===== config.mk =====
export PLATFORM = sky130hd
export DESIGN_NAME = luma_rms_contrast_flat
export DESIGN_NICKNAME = d
export VERILOG_FILES = /design/src/rtl/core/lrc_pkg.sv /design/src/rtl/core/lrc_pixel_if.sv /design/src/rtl/core/lrc_result_if.sv /design/src/rtl/core/luma_rms_contrast.sv /design/src/rtl/core/lrc_front.sv /design/src/rtl/core/lrc_queue.sv /design/src/rtl/core/lrc_back.sv /design/src/flat_wrapper.sv
export SDC_FILE = /design/constraint.sdc
export NUM_CORES = 2
export LEC_CHECK = 0
export BUFFER_PORTS_ARGS = -buffer_cell sky130_fd_sc_hd__buf_2
export CORE_MARGIN = 4
export CORE_UTILIZATION = 59
export DETAILED_ROUTE_END_ITERATION = 8
export PLACE_DENSITY_LB_ADDON = 0.2
export SLEW_MARGIN = 20
export SYNTH_ARGS = -nofsm -noshare
export SYNTH_HDL_FRONTEND = slang
export SYNTH_SLANG_ARGS = --single-unit

===== constraint.sdc =====
create_clock -name clk -period 18.8 [get_ports clk]
set_input_delay 2.82 -clock clk [delete_from_list [all_inputs] [get_ports clk]]
set_output_delay 2.82 -clock clk [all_outputs]
set_load 0.01 [all_outputs]

===== src/rtl/core/lrc_pkg.sv =====
// Shared constants and types for the luma RMS contrast block.
// No dependencies; the top level, front end and back end refer to it by scoped names.
`default_nettype none
package lrc_pkg;

  localparam int unsigned MAX_PIXELS_DEF  = 4194304;
  localparam int unsigned RESULT_BITS_DEF = 16;

  // Q16 luma weights, summing to 65536
  localparam int unsigned W_RED   = 19595;
  localparam int unsigned W_GREEN = 38470;
  localparam int unsigned W_BLUE  = 7471;

  localparam int unsigned PIX_FIELD_BITS = 23;
  localparam int unsigned STD_FIELD_BITS = 16;
  localparam int unsigned STD_FIELD_MAX  = 65535;

  localparam logic [1:0] ST_OK       = 2'd0;
  localparam logic [1:0] ST_SINGLE   = 2'd1;
  localparam logic [1:0] ST_OVERFLOW = 2'd2;

  typedef enum logic [2:0] {
    BK_IDLE,
    BK_MUL,
    BK_DIV,
    BK_SQRT,
    BK_DONE
  } back_state_t;

endpackage
`default_nettype wire


===== src/rtl/core/lrc_pixel_if.sv =====
// Pixel channel: valid/ready handshake with the RGB payload and frame end mark.
// No dependencies.
`default_nettype none
interface lrc_pixel_if;
  logic       valid;
  logic       ready;
  logic [7:0] red;
  logic [7:0] green;
  logic [7:0] blue;
  logic       last_pixel;

  modport source (output valid, red, green, blue, last_pixel, input ready);
  modport sink   (input valid, red, green, blue, last_pixel, output ready);
endinterface
`default_nettype wire


===== src/rtl/core/lrc_result_if.sv =====
// Result channel: valid/ready handshake with the per-frame contrast result.
// No dependencies.
`default_nettype none
interface lrc_result_if;
  logic        valid;
  logic        ready;
  logic [15:0] std_dev;
  logic [22:0] pixels_seen;
  logic [1:0]  status;

  modport source (output valid, std_dev, pixels_seen, status, input ready);
  modport sink   (input valid, std_dev, pixels_seen, status, output ready);
endinterface
`default_nettype wire


===== src/rtl/core/luma_rms_contrast.sv =====
// Luma RMS contrast: sample standard deviation of per-pixel luma over a frame.
// Pixels are taken at one per clock; the front end forms luma and accumulates the
// count, sum and sum of squares, and hands frame totals to a two-entry queue. The
// back end then works out one frame with a bit-serial multiplier (three products),
// a restoring divider and a 32-step square root. Pixel input stalls only when a
// frame end reaches the queue while two finished frames are already waiting.
`default_nettype none
module luma_rms_contrast #(
  parameter int unsigned MAX_PIXELS  = lrc_pkg::MAX_PIXELS_DEF,
  parameter int unsigned RESULT_BITS = lrc_pkg::RESULT_BITS_DEF
) (
  input  wire logic  clk,
  input  wire logic  rst,
  lrc_pixel_if.sink   pixel,
  lrc_result_if.source result
);

  localparam int unsigned CW = $clog2(MAX_PIXELS + 1);
  localparam int unsigned FW = 1 + CW + (CW + 16) + (CW + 32);

  logic          push_valid, push_ready, pop_valid, pop;
  logic [FW-1:0] push_data, pop_data;

  lrc_front #(.MAX_PIXELS(MAX_PIXELS)) u_front (
    .clk        (clk),
    .rst        (rst),
    .pixel      (pixel),
    .push_valid (push_valid),
    .push_data  (push_data),
    .push_ready (push_ready)
  );

  lrc_queue #(.W(FW)) u_queue (
    .clk        (clk),
    .rst        (rst),
    .push_valid (push_valid),
    .push_data  (push_data),
    .push_ready (push_ready),
    .pop_valid  (pop_valid),
    .pop_data   (pop_data),
    .pop        (pop)
  );

  lrc_back #(.MAX_PIXELS(MAX_PIXELS), .RESULT_BITS(RESULT_BITS)) u_back (
    .clk       (clk),
    .rst       (rst),
    .pop_valid (pop_valid),
    .pop_data  (pop_data),
    .pop       (pop),
    .result    (result)
  );

endmodule
`default_nettype wire


===== src/rtl/core/lrc_front.sv =====
// Front end: luma per pixel, squaring, and frame accumulation.
// Uses lrc_pkg and lrc_pixel_if; pushes frame totals to lrc_queue.
`default_nettype none
module lrc_front #(
  parameter int unsigned MAX_PIXELS = lrc_pkg::MAX_PIXELS_DEF,
  localparam int unsigned CW   = $clog2(MAX_PIXELS + 1),
  localparam int unsigned SUMW = CW + 16,
  localparam int unsigned SQW  = CW + 32,
  localparam int unsigned FW   = 1 + CW + SUMW + SQW
) (
  input  wire logic  clk,
  input  wire logic  rst,
  lrc_pixel_if.sink  pixel,
  output logic          push_valid,
  output logic [FW-1:0] push_data,
  input  wire logic     push_ready
);

  logic            enable;
  logic [31:0]     l_wide;
  logic [32:0]     y_round;
  logic            s1_valid, s1_last;
  logic [15:0]     s1_y;
  logic            s2_valid, s2_last;
  logic [15:0]     s2_y;
  logic [31:0]     s2_yy;
  logic [CW-1:0]   count, count_next;
  logic [SUMW-1:0] luma_sum, luma_sum_next;
  logic [SQW-1:0]  square_sum, square_sum_next;
  logic            overflow, overflow_next;
  logic            count_full;

  // whole pipe holds while a frame end waits for queue space
  assign enable      = !(s2_valid && s2_last && !push_ready);
  assign pixel.ready = enable;

  assign l_wide  = lrc_pkg::W_RED * 32'(pixel.red) + lrc_pkg::W_GREEN * 32'(pixel.green)
                 + lrc_pkg::W_BLUE * 32'(pixel.blue);
  assign y_round = 33'(l_wide[23:0]) + (33'(l_wide[23:0]) << 8) + 33'd32768;

  assign count_full      = (count == CW'(MAX_PIXELS));
  assign count_next      = count_full ? count : count + CW'(1);
  assign luma_sum_next   = count_full ? luma_sum : luma_sum + SUMW'(s2_y);
  assign square_sum_next = count_full ? square_sum : square_sum + SQW'(s2_yy);
  assign overflow_next   = overflow | count_full;

  assign push_valid = s2_valid && s2_last;
  assign push_data  = {overflow_next, count_next, luma_sum_next, square_sum_next};

  always_ff @(posedge clk) begin
    if (rst) begin
      s1_valid   <= 1'b0;
      s2_valid   <= 1'b0;
      count      <= '0;
      luma_sum   <= '0;
      square_sum <= '0;
      overflow   <= 1'b0;
    end else if (enable) begin
      s1_valid <= pixel.valid;
      s1_y     <= y_round[31:16];
      s1_last  <= pixel.last_pixel;
      s2_valid <= s1_valid;
      s2_y     <= s1_y;
      s2_yy    <= s1_y * s1_y;
      s2_last  <= s1_last;
      if (s2_valid) begin
        if (s2_last) begin
          count      <= '0;
          luma_sum   <= '0;
          square_sum <= '0;
          overflow   <= 1'b0;
        end else begin
          count      <= count_next;
          luma_sum   <= luma_sum_next;
          square_sum <= square_sum_next;
          overflow   <= overflow_next;
        end
      end
    end
  end

endmodule
`default_nettype wire


===== src/rtl/core/lrc_queue.sv =====
// Two-entry queue of frame totals between front and back ends.
// No package dependencies.
`default_nettype none
module lrc_queue #(
  parameter int unsigned W = 8
) (
  input  wire logic         clk,
  input  wire logic         rst,
  input  wire logic         push_valid,
  input  wire logic [W-1:0] push_data,
  output logic              push_ready,
  output logic              pop_valid,
  output logic [W-1:0]      pop_data,
  input  wire logic         pop
);

  logic [W-1:0] entries [2];
  logic         wr_ptr, rd_ptr;
  logic [1:0]   fill;
  logic         do_push, do_pop;

  assign push_ready = (fill != 2'd2);
  assign pop_valid  = (fill != 2'd0);
  assign pop_data   = entries[rd_ptr];
  assign do_push    = push_valid && push_ready;
  assign do_pop     = pop && pop_valid;

  always_ff @(posedge clk) begin
    if (rst) begin
      wr_ptr <= 1'b0;
      rd_ptr <= 1'b0;
      fill   <= 2'd0;
    end else begin
      if (do_push) begin
        entries[wr_ptr] <= push_data;
        wr_ptr          <= !wr_ptr;
      end
      if (do_pop) rd_ptr <= !rd_ptr;
      fill <= fill + 2'(do_push) - 2'(do_pop);
    end
  end

endmodule
`default_nettype wire


===== src/rtl/core/lrc_back.sv =====
// Back end: per-frame variance and square root on serial units, one multiplier shared by all three products.
// Uses lrc_pkg and lrc_result_if; pops frame totals from lrc_queue.
`default_nettype none
module lrc_back #(
  parameter int unsigned MAX_PIXELS  = lrc_pkg::MAX_PIXELS_DEF,
  parameter int unsigned RESULT_BITS = lrc_pkg::RESULT_BITS_DEF,
  localparam int unsigned CW   = $clog2(MAX_PIXELS + 1),
  localparam int unsigned SUMW = CW + 16,
  localparam int unsigned SQW  = CW + 32,
  localparam int unsigned FW   = 1 + CW + SUMW + SQW
) (
  input  wire logic          clk,
  input  wire logic          rst,
  input  wire logic          pop_valid,
  input  wire logic [FW-1:0] pop_data,
  output logic               pop,
  lrc_result_if.source       result
);

  localparam int unsigned PW   = 2 * CW + 32;
  localparam int unsigned NW   = PW + 2 * RESULT_BITS;
  localparam int unsigned DW   = 2 * CW + 32;
  localparam int unsigned CNTW = $clog2(NW + 1);
  localparam int unsigned LIM  = (RESULT_BITS >= 16) ? lrc_pkg::STD_FIELD_MAX
                                                     : (1 << RESULT_BITS) - 1;

  lrc_pkg::back_state_t state, state_next;

  logic            in_ovf;
  logic [CW-1:0]   in_n;
  logic [SUMW-1:0] in_sum;
  logic [SQW-1:0]  in_sq;

  logic [CW-1:0]   n;
  logic            ovf;
  logic [SUMW-1:0] tsum;
  logic [PW-1:0]   mul_a, acc, acc_next, p1;
  logic [SUMW-1:0] mul_b;
  logic [1:0]      phase;
  logic [NW-1:0]   num, quo, quo_next;
  logic [DW-1:0]   den, rem, rem_next;
  logic [DW:0]     rem_sh;
  logic [NW+63:0]  quo_ext;
  logic [63:0]     sq_v, sq_res, sq_bit, v_sat;
  logic [64:0]     trial;
  logic [CNTW-1:0] cnt;
  logic            mul_last, div_last, sqrt_last, out_free;
  logic [CW+22:0]  n_ext;
  logic [63:0]     std_full;

  assign {in_ovf, in_n, in_sum, in_sq} = pop_data;

  assign mul_last  = (cnt == CNTW'(SUMW - 1));
  assign div_last  = (cnt == CNTW'(NW - 1));
  assign sqrt_last = (cnt == CNTW'(31));
  assign out_free  = !result.valid || result.ready;

  assign acc_next = mul_b[0] ? acc + mul_a : acc;

  // restoring division, one quotient bit a cycle
  assign rem_sh   = {rem, num[NW-1]};
  assign rem_next = (rem_sh >= {1'b0, den}) ? DW'(rem_sh - {1'b0, den}) : rem_sh[DW-1:0];
  assign quo_next = {quo[NW-2:0], (rem_sh >= {1'b0, den})};
  assign quo_ext  = (NW + 64)'(quo_next);
  assign v_sat    = (|quo_ext[NW+63:64]) ? '1 : quo_ext[63:0];

  assign trial    = {1'b0, sq_res} + {1'b0, sq_bit};
  assign std_full = (sq_res > 64'(LIM)) ? 64'(LIM) : sq_res;
  assign n_ext    = (CW + 23)'(n);

  always_ff @(posedge clk) begin
    if (rst) state <= lrc_pkg::BK_IDLE;
    else     state <= state_next;
  end

  always_comb begin
    state_next = state;
    pop        = 1'b0;
    unique case (state)
      lrc_pkg::BK_IDLE: begin
        if (pop_valid) begin
          pop        = 1'b1;
          state_next = (in_n < CW'(2)) ? lrc_pkg::BK_DONE : lrc_pkg::BK_MUL;
        end
      end
      lrc_pkg::BK_MUL:  if (mul_last && phase == 2'd2) state_next = lrc_pkg::BK_DIV;
      lrc_pkg::BK_DIV:  if (div_last) state_next = lrc_pkg::BK_SQRT;
      lrc_pkg::BK_SQRT: if (sqrt_last) state_next = lrc_pkg::BK_DONE;
      lrc_pkg::BK_DONE: if (out_free) state_next = lrc_pkg::BK_IDLE;
      default:          state_next = lrc_pkg::BK_IDLE;
    endcase
  end

  always_ff @(posedge clk) begin
    unique case (state)
      lrc_pkg::BK_IDLE: begin
        n      <= in_n;
        ovf    <= in_ovf;
        tsum   <= in_sum;
        mul_a  <= PW'(in_sq);
        mul_b  <= SUMW'(in_n);
        acc    <= '0;
        phase  <= 2'd0;
        cnt    <= '0;
        sq_res <= '0;
      end
      lrc_pkg::BK_MUL: begin
        if (mul_last) begin
          cnt   <= '0;
          acc   <= '0;
          phase <= phase + 2'd1;
          priority case (phase)
            2'd0: begin
              p1    <= acc_next;
              mul_a <= PW'(tsum);
              mul_b <= tsum;
            end
            2'd1: begin
              // sum of squares term minus squared sum, scaled for the fraction bits
              num   <= {p1 - acc_next, (2 * RESULT_BITS)'(0)};
              mul_a <= PW'(n);
              mul_b <= SUMW'(n - CW'(1));
            end
            default: begin
              den <= {acc_next[2*CW-1:0], 32'd0};
              rem <= '0;
              quo <= '0;
            end
          endcase
        end else begin
          cnt   <= cnt + CNTW'(1);
          acc   <= acc_next;
          mul_a <= mul_a << 1;
          mul_b <= mul_b >> 1;
        end
      end
      lrc_pkg::BK_DIV: begin
        rem <= rem_next;
        quo <= quo_next;
        num <= num << 1;
        if (div_last) begin
          cnt    <= '0;
          sq_v   <= v_sat;
          sq_res <= '0;
          sq_bit <= 64'd1 << 62;
        end else begin
          cnt <= cnt + CNTW'(1);
        end
      end
      lrc_pkg::BK_SQRT: begin
        cnt <= cnt + CNTW'(1);
        if ({1'b0, sq_v} >= trial) begin
          sq_v   <= sq_v - trial[63:0];
          sq_res <= (sq_res >> 1) + sq_bit;
        end else begin
          sq_res <= sq_res >> 1;
        end
        sq_bit <= sq_bit >> 2;
      end
      default: ;
    endcase
  end

  always_ff @(posedge clk) begin
    if (rst) begin
      result.valid <= 1'b0;
    end else if (state == lrc_pkg::BK_DONE && out_free) begin
      result.valid       <= 1'b1;
      result.std_dev     <= std_full[15:0];
      result.pixels_seen <= n_ext[22:0];
      result.status      <= ovf ? lrc_pkg::ST_OVERFLOW
                          : (n < CW'(2)) ? lrc_pkg::ST_SINGLE : lrc_pkg::ST_OK;
    end else if (result.ready) begin
      result.valid <= 1'b0;
    end
  end

endmodule
`default_nettype wire

===== src/flat_wrapper.sv =====
// flat-port wrapper written by rule: the top's interface ports become plain ports
module luma_rms_contrast_flat 
#(
  parameter int unsigned MAX_PIXELS  = lrc_pkg::MAX_PIXELS_DEF,
  parameter int unsigned RESULT_BITS = lrc_pkg::RESULT_BITS_DEF
)
  (clk, rst, pixel_valid, pixel_red, pixel_green, pixel_blue, pixel_last_pixel, pixel_ready, result_valid, result_std_dev, result_pixels_seen, result_status, result_ready);
  lrc_pixel_if pixel_i ();
  lrc_result_if result_i ();
  input  wire logic clk;
  input  wire logic rst;
  input wire logic [$bits(pixel_i.valid)-1:0] pixel_valid;
  input wire logic [$bits(pixel_i.red)-1:0] pixel_red;
  input wire logic [$bits(pixel_i.green)-1:0] pixel_green;
  input wire logic [$bits(pixel_i.blue)-1:0] pixel_blue;
  input wire logic [$bits(pixel_i.last_pixel)-1:0] pixel_last_pixel;
  output wire logic [$bits(pixel_i.ready)-1:0] pixel_ready;
  output wire logic [$bits(result_i.valid)-1:0] result_valid;
  output wire logic [$bits(result_i.std_dev)-1:0] result_std_dev;
  output wire logic [$bits(result_i.pixels_seen)-1:0] result_pixels_seen;
  output wire logic [$bits(result_i.status)-1:0] result_status;
  input wire logic [$bits(result_i.ready)-1:0] result_ready;
  assign pixel_i.valid = pixel_valid;
  assign pixel_i.red = pixel_red;
  assign pixel_i.green = pixel_green;
  assign pixel_i.blue = pixel_blue;
  assign pixel_i.last_pixel = pixel_last_pixel;
  assign pixel_ready = pixel_i.ready;
  assign result_valid = result_i.valid;
  assign result_std_dev = result_i.std_dev;
  assign result_pixels_seen = result_i.pixels_seen;
  assign result_status = result_i.status;
  assign result_i.ready = result_ready;
  luma_rms_contrast #(.MAX_PIXELS(MAX_PIXELS), .RESULT_BITS(RESULT_BITS)) u_core (.clk(clk), .rst(rst), .pixel(pixel_i), .result(result_i));
endmodule

# Word-level counts from Yosys, hierarchy flattened
# Memory sizes are Yosys's and may differ from the RTL's. A register that Yosys moved wholly into a read port is not among the register bits.
# Cells that the tools add are included.
# word_totals
register_bits	1115
ram_bits	236
input_bits	29
output_inout_bits	43
word_cells	181
memories	1
# memory_table
name	depth	width	rd	rd_ports_with_merged_regs	write_ports	line	rtl
u_core.u_queue.entries	2	118	1	1	1	lrc_queue.sv:17	logic [W-1:0] entries [2];
# op_classes
add_sub_neg	18
multipliers	4
magnitude_cmp	5
eq_ne	21
n_mux	57
bitwise	4
reduce_logical	36
# op_table
operator	count
$pmux 78 s2	4
$mux 78	6
$mux 64	6
$pmux 64 s2	2
$mux 110	2
$pmux 110 s2	1
$mux 109	2
$pmux 109 s2	1
$pmux 64 s3	1
$pmux 39 s2	2
$sub 78x78->78	2
$mux 39	3
$mux 55	2
$ge 79x78->1	1
$add 78x78->78	1
$add 64x64->65	1
$ge 64x65->1	1
$add 63x64->64	1
$gt 64x16->1 const B	1
$sub 64x64->64	1
$add 55x32->55	1
$lt 23x2->1 const B	2
$mul 15x8->23 const A	2
$mux 23	2
47 further kinds	97

# Logic depth before layout (Yosys ltp)
# depth
ltp_word	6
depth_mapped	42
ltp_nobuf	42

# Hierarchy
# Synthesis repeated with hierarchy kept, for this count alone.
# unflattened
hier_cells	8524
area_unflattened_um2	87866.8
# by_module_without_submodules
mod	instances	cells_per_inst	area_per_inst_um2	seq_area_each_um2
lrc_back	1	5323	53915.5	25814.8
lrc_front	1	2809	25137.9	4324.1
lrc_queue	1	392	8813.5	7186.9

# Worst setup path before layout
# OpenSTA, ideal clock, no wires.
# synth_timing
kind	register to register
from	register u_core.u_back.state[2]
to	register u_core.u_back.mul_a[0] (enable)
t_arrival_ns	18.122
path_slack_ns	-1.254
stages_incl_launch_ff	6
n_path_buf	1
synth_period_minus_slack_ns	20.054
path_cell_list	dfxtp_1 clkbuf_1 nor2_1 nand2_1 nor4_1 nor3_1
# synth_via
elab_chain_len	3
elab_cells_between_ends	5
classes_between	eq/ne (2); reduce/logical (3)
# synth_lines
item	line	rtl
start: declaration	lrc_back.sv:27	lrc_pkg::back_state_t state, state_next;
start signal: assignment	lrc_back.sv:72	if (rst) state <= lrc_pkg::BK_IDLE;
start signal: assignment	lrc_back.sv:73	else state <= state_next;
$eq 3x1->1 or $logic_not 3->1 (tied branches)	lrc_back.sv:95	unique case (state)
$ne 4x2->1 (no line) or $reduce_bool 2->1 (tied branches)	n/a	
$reduce_and 2->1 (no line) *	n/a	
end signal: assignment	lrc_back.sv:100	mul_a <= PW'(in_sq);
end signal: assignment	lrc_back.sv:115	mul_a <= PW'(tsum);
end signal: assignment	lrc_back.sv:121	mul_a <= PW'(n);
end: declaration	lrc_back.sv:37	logic [PW-1:0] mul_a, acc, acc_next, p1;
# Every way passes the cells marked *; elsewhere a longest branch is shown, timed or not.
# A chain may end at the register's enable or synchronous reset.

# Worst setup path after layout
# layout_timing
from	input port pixel_green[6]
to	register u_core.u_front.s1_y[15] (data pin)
# layout_via
elab_chain_len	5
# layout_lines
item	line	rtl
start: declaration	flat_wrapper.sv:14	input wire logic [$bits(pixel_i.green)-1:0] pixel_green;
$mul 15x8->23	lrc_front.sv:37	assign l_wide = lrc_pkg::W_RED * 32'(pixel.red) + lrc_pkg::W_GREEN * 32'(pixel.green)
$add 23x24->24	lrc_front.sv:37	
$add 24x21->24	lrc_front.sv:38	+ lrc_pkg::W_BLUE * 32'(pixel.blue);
$add 24x32->32	lrc_front.sv:39	assign y_round = 33'(l_wide[23:0]) + (33'(l_wide[23:0]) << 8) + 33'd32768;
$add 32x16->32	lrc_front.sv:39	
named net u_core.u_front.y_round[31]	lrc_front.sv:21	logic [32:0] y_round;
end signal: assignment	lrc_front.sv:60	s1_y <= y_round[31:16];
end: declaration	lrc_front.sv:23	logic [15:0] s1_y;
# The timed path passes the listed nets, and every way through them passes these cells.

==> qor.csv <==
metric;value;unit
Most used DFF post-synth;edfxtp_1;
synth unique cells;104;
most numerous cell in the Yosys netlist;edfxtp_1;
Setup CP Type;input port to register;
cell with the most instances on the worst path;fa_1;
Post-synth ARST share;0;%
Slowest cell on crit path;fa_1;
met1 GRT Util;39.58;%
GPL Wtd Cong;0.9479;
CTS resizes;0;
#FFs+latches synth;1286;
First-pass DRT Iterations;6;
mean post-synth cell area;10.19;um2
Multi-input gate area;0.04692;mm2
Final setup violation count;0;
CTS sink count;1286;
fillers;11900;
Synth Instances;8644;
syn nets;9637;
worst hold path type;register to register;
Via density;6.121;
f_max;0.08297;GHz
Clock Skew;43.95;ps
worst r2r src;u_core.u_back.sq_res[0];
RSZ-0062 raised after global routing;no;
Port Buffers;71;
DRC;0;
Final Max Slew Viols;0;
Startpoint Class;input port;
sequential-to-total area share from yosys stat;42.36;%
min-delay src;u_core.u_front.s1_last;
GR met3 Demand/Resource;3.755;%
drt first-iter violations;5531;
Max Cap Viol;0;
remaining antenna violation count;0;
status;completed;
Least-Margin Pin Slew;1089;ps
Final min period;12050;ps
crit-path max cell delay;540;ps
die footprint;0.1556;mm2
FP Rows;141;
CTS clock-pin slew for the worst setup and hold paths;60;ps
vias in the first global route;62850;
Synth top area share;39.43;%
Place WS;5978;ps
synth top area cells;edfxtp_1, ha_1, fa_1, a21oi_1, nor2_1;
die width;394.4;um
H-tree depth;4;
post-route setup TNS;0;ps
met2 Track Usage GR;43.14;%
normalized max-slew margin;26.50;%
top post-synthesis cells by count;edfxtp_1, nor2_1, a21oi_1;
core region area;0.1480;mm2
global route overflow;0;
Yosys warning count;0;
end-of-flow core utilization;64.26;%
CP Launch Point;pixel_green[6];
WP data required;19330;ps
Layout area overhead;7.957;%
Starting Density;59.53;%
n_diodes;0;
Most Crowded Layer GR;met2;
Die Y;394.4;um
initial antenna violation count;0;
crit path capture type;register;
worst setup margin;6748;ps
Routed WL;216700;um
GRT Total Usage;27.39;%
Clock Tree Root;clkbuf_16;
setup bufs post-CTS;0;
first-pass GRT wire length;345100;um
worst skew pair latency;790;ps
Mapped Area;0.08811;mm2
Layout Nets;9541;
Reg area;0.03733;mm2
via count;64860;
crit path DAT;12580;ps
Detail Placement HPWL;158800;um
I/O Pins;72;
EDFF count, synth;1157;
largest net degree at the start of global routing;201;
hold bufs inserted after CTS;0;
drt wl/cell;20.45;um
TritonCTS clock tree;built;
clock buffer count from CTS;141;
post-synth top area cell;edfxtp_1;
Crit Path Max Fanout;7;
CTS Buffer Depth;3;
period utilization;64.11;%
share of cells above drive strength 1;6.484;%
Fin. Hold Viols;0;
-- worst max-delay path: cells and delay by family --
family,cells,cell delay [ps]
xor gates and xnor gates,3,650
adders and majority gates,11,4690
buffers and inverters,5,360
and+or+nand+nor,5,1200
AOI/OAI and AO/OA,15,2840
-- metal layers --
metal	routed length [um]	vias up	share of wire (%)
met1	99030	31620	46
met3	12960	348	6.0
li1	-	30920	-
met4	6555	0	3.0
met2	98140	1978	45
met5	0	-	0
-- cell usage in the layout (no fill, tap or decap), types with 55 or more instances in the layout --
cell and instances:
edfxtp_1 1157, nand2_1 549, nand3_1 153, and2_1 236, nand4_1 113, mux2_2 68
buf_2 70, a21o_1 246, clkbuf_16 143, dfxtp_1 127, ha_1 675, a211oi_1 104
buf_4 73, nor2_1 790, xnor2_1 323, nor3_1 121, and3_1 138, inv_1 676
a22oi_1 55, o21ai_0 312, o21bai_1 89, xor2_1 243, fa_1 288, nand2b_1 72
a21oi_1 700, nor4_1 56, o21a_1 56, mux2i_1 157, nor2b_1 78, a31oi_1 108
-- stage by stage --
step | instances | cell area (um2) | hold slack (ps)
5_1_grt | 10600 | 95120 | 459.3
2_1_floorplan | 8644 | 88120 | 400.3
4_1_cts | 10600 | 95120 | 449.5
3_3_place_gp | 10340 | 90130 | 432.6
3_5_place_dp | 10340 | 90130 | 434.9
6_report | 10600 | 95120 | 452.2
-- flip-flops by register name (all words and copies together) (netlist names), 16 cells and up, named ones only --
register and cells:
u_core.u_back.num 78, u_core.u_back.sq_res 64, u_core.u_back.tsum 39, u_core.u_back.quo 109, u_core.u_back.sq_bit 32, u_core.u_back.rem 78, u_core.u_queue.entries 236, u_core.u_front.count 23
u_core.u_back.sq_v 64, u_core.u_back.result.pixels_seen 23, u_core.u_back.n 23, u_core.u_back.p1 78, u_core.u_front.s2_yy 30, u_core.u_front.s2_y 16, u_core.u_front.luma_sum 39, u_core.u_front.s1_y 16
u_core.u_back.mul_a 78, u_core.u_back.result.std_dev 16, u_core.u_back.acc 78, u_core.u_back.mul_b 39, u_core.u_back.den 46, u_core.u_front.square_sum 55
-- kinds of logic (layout without fill, tap and decap cells) --
group           after synthesis  in the layout  synth area share (%)
flops                      1286           1286                 42.36
xor+xnor                    566            566                 5.626
mux                         225            225                 2.653
simple gates               2494           2494                 13.70
fa+ha+maj                   964            964                 16.14
compound gates             2048           2048                 14.93
buf+inv                    1061           1084                 4.584
-- area by class of cell --
class,count,area share (%)
clock buffer,179,4.051
clock inverter,83,1.198
inverter,678,2.676
multi-input combinational,6297,49.32
sequential,1286,39.25
tap,1930,2.539
timing repair buffer,144,0.9655
-- path summary, 6_finish.rpt --
| check | endpoint | slack (ps) | depth (start not counted) |
|---|---|---|---|
| max | u_core.u_front.s1_y[15] | 6750 | 39 |
| min | u_core.u_front.s2_last | 450 | 0 |
| min reg2reg | u_core.u_front.s2_last | 450 | 0 |
| max reg2reg | u_core.u_back.sq_v[27] | 10410 | 26 |
Power is left out: the tool's default activity adds up to more than one toggle a clock period on the data nets, which glitch-free logic cannot reach.
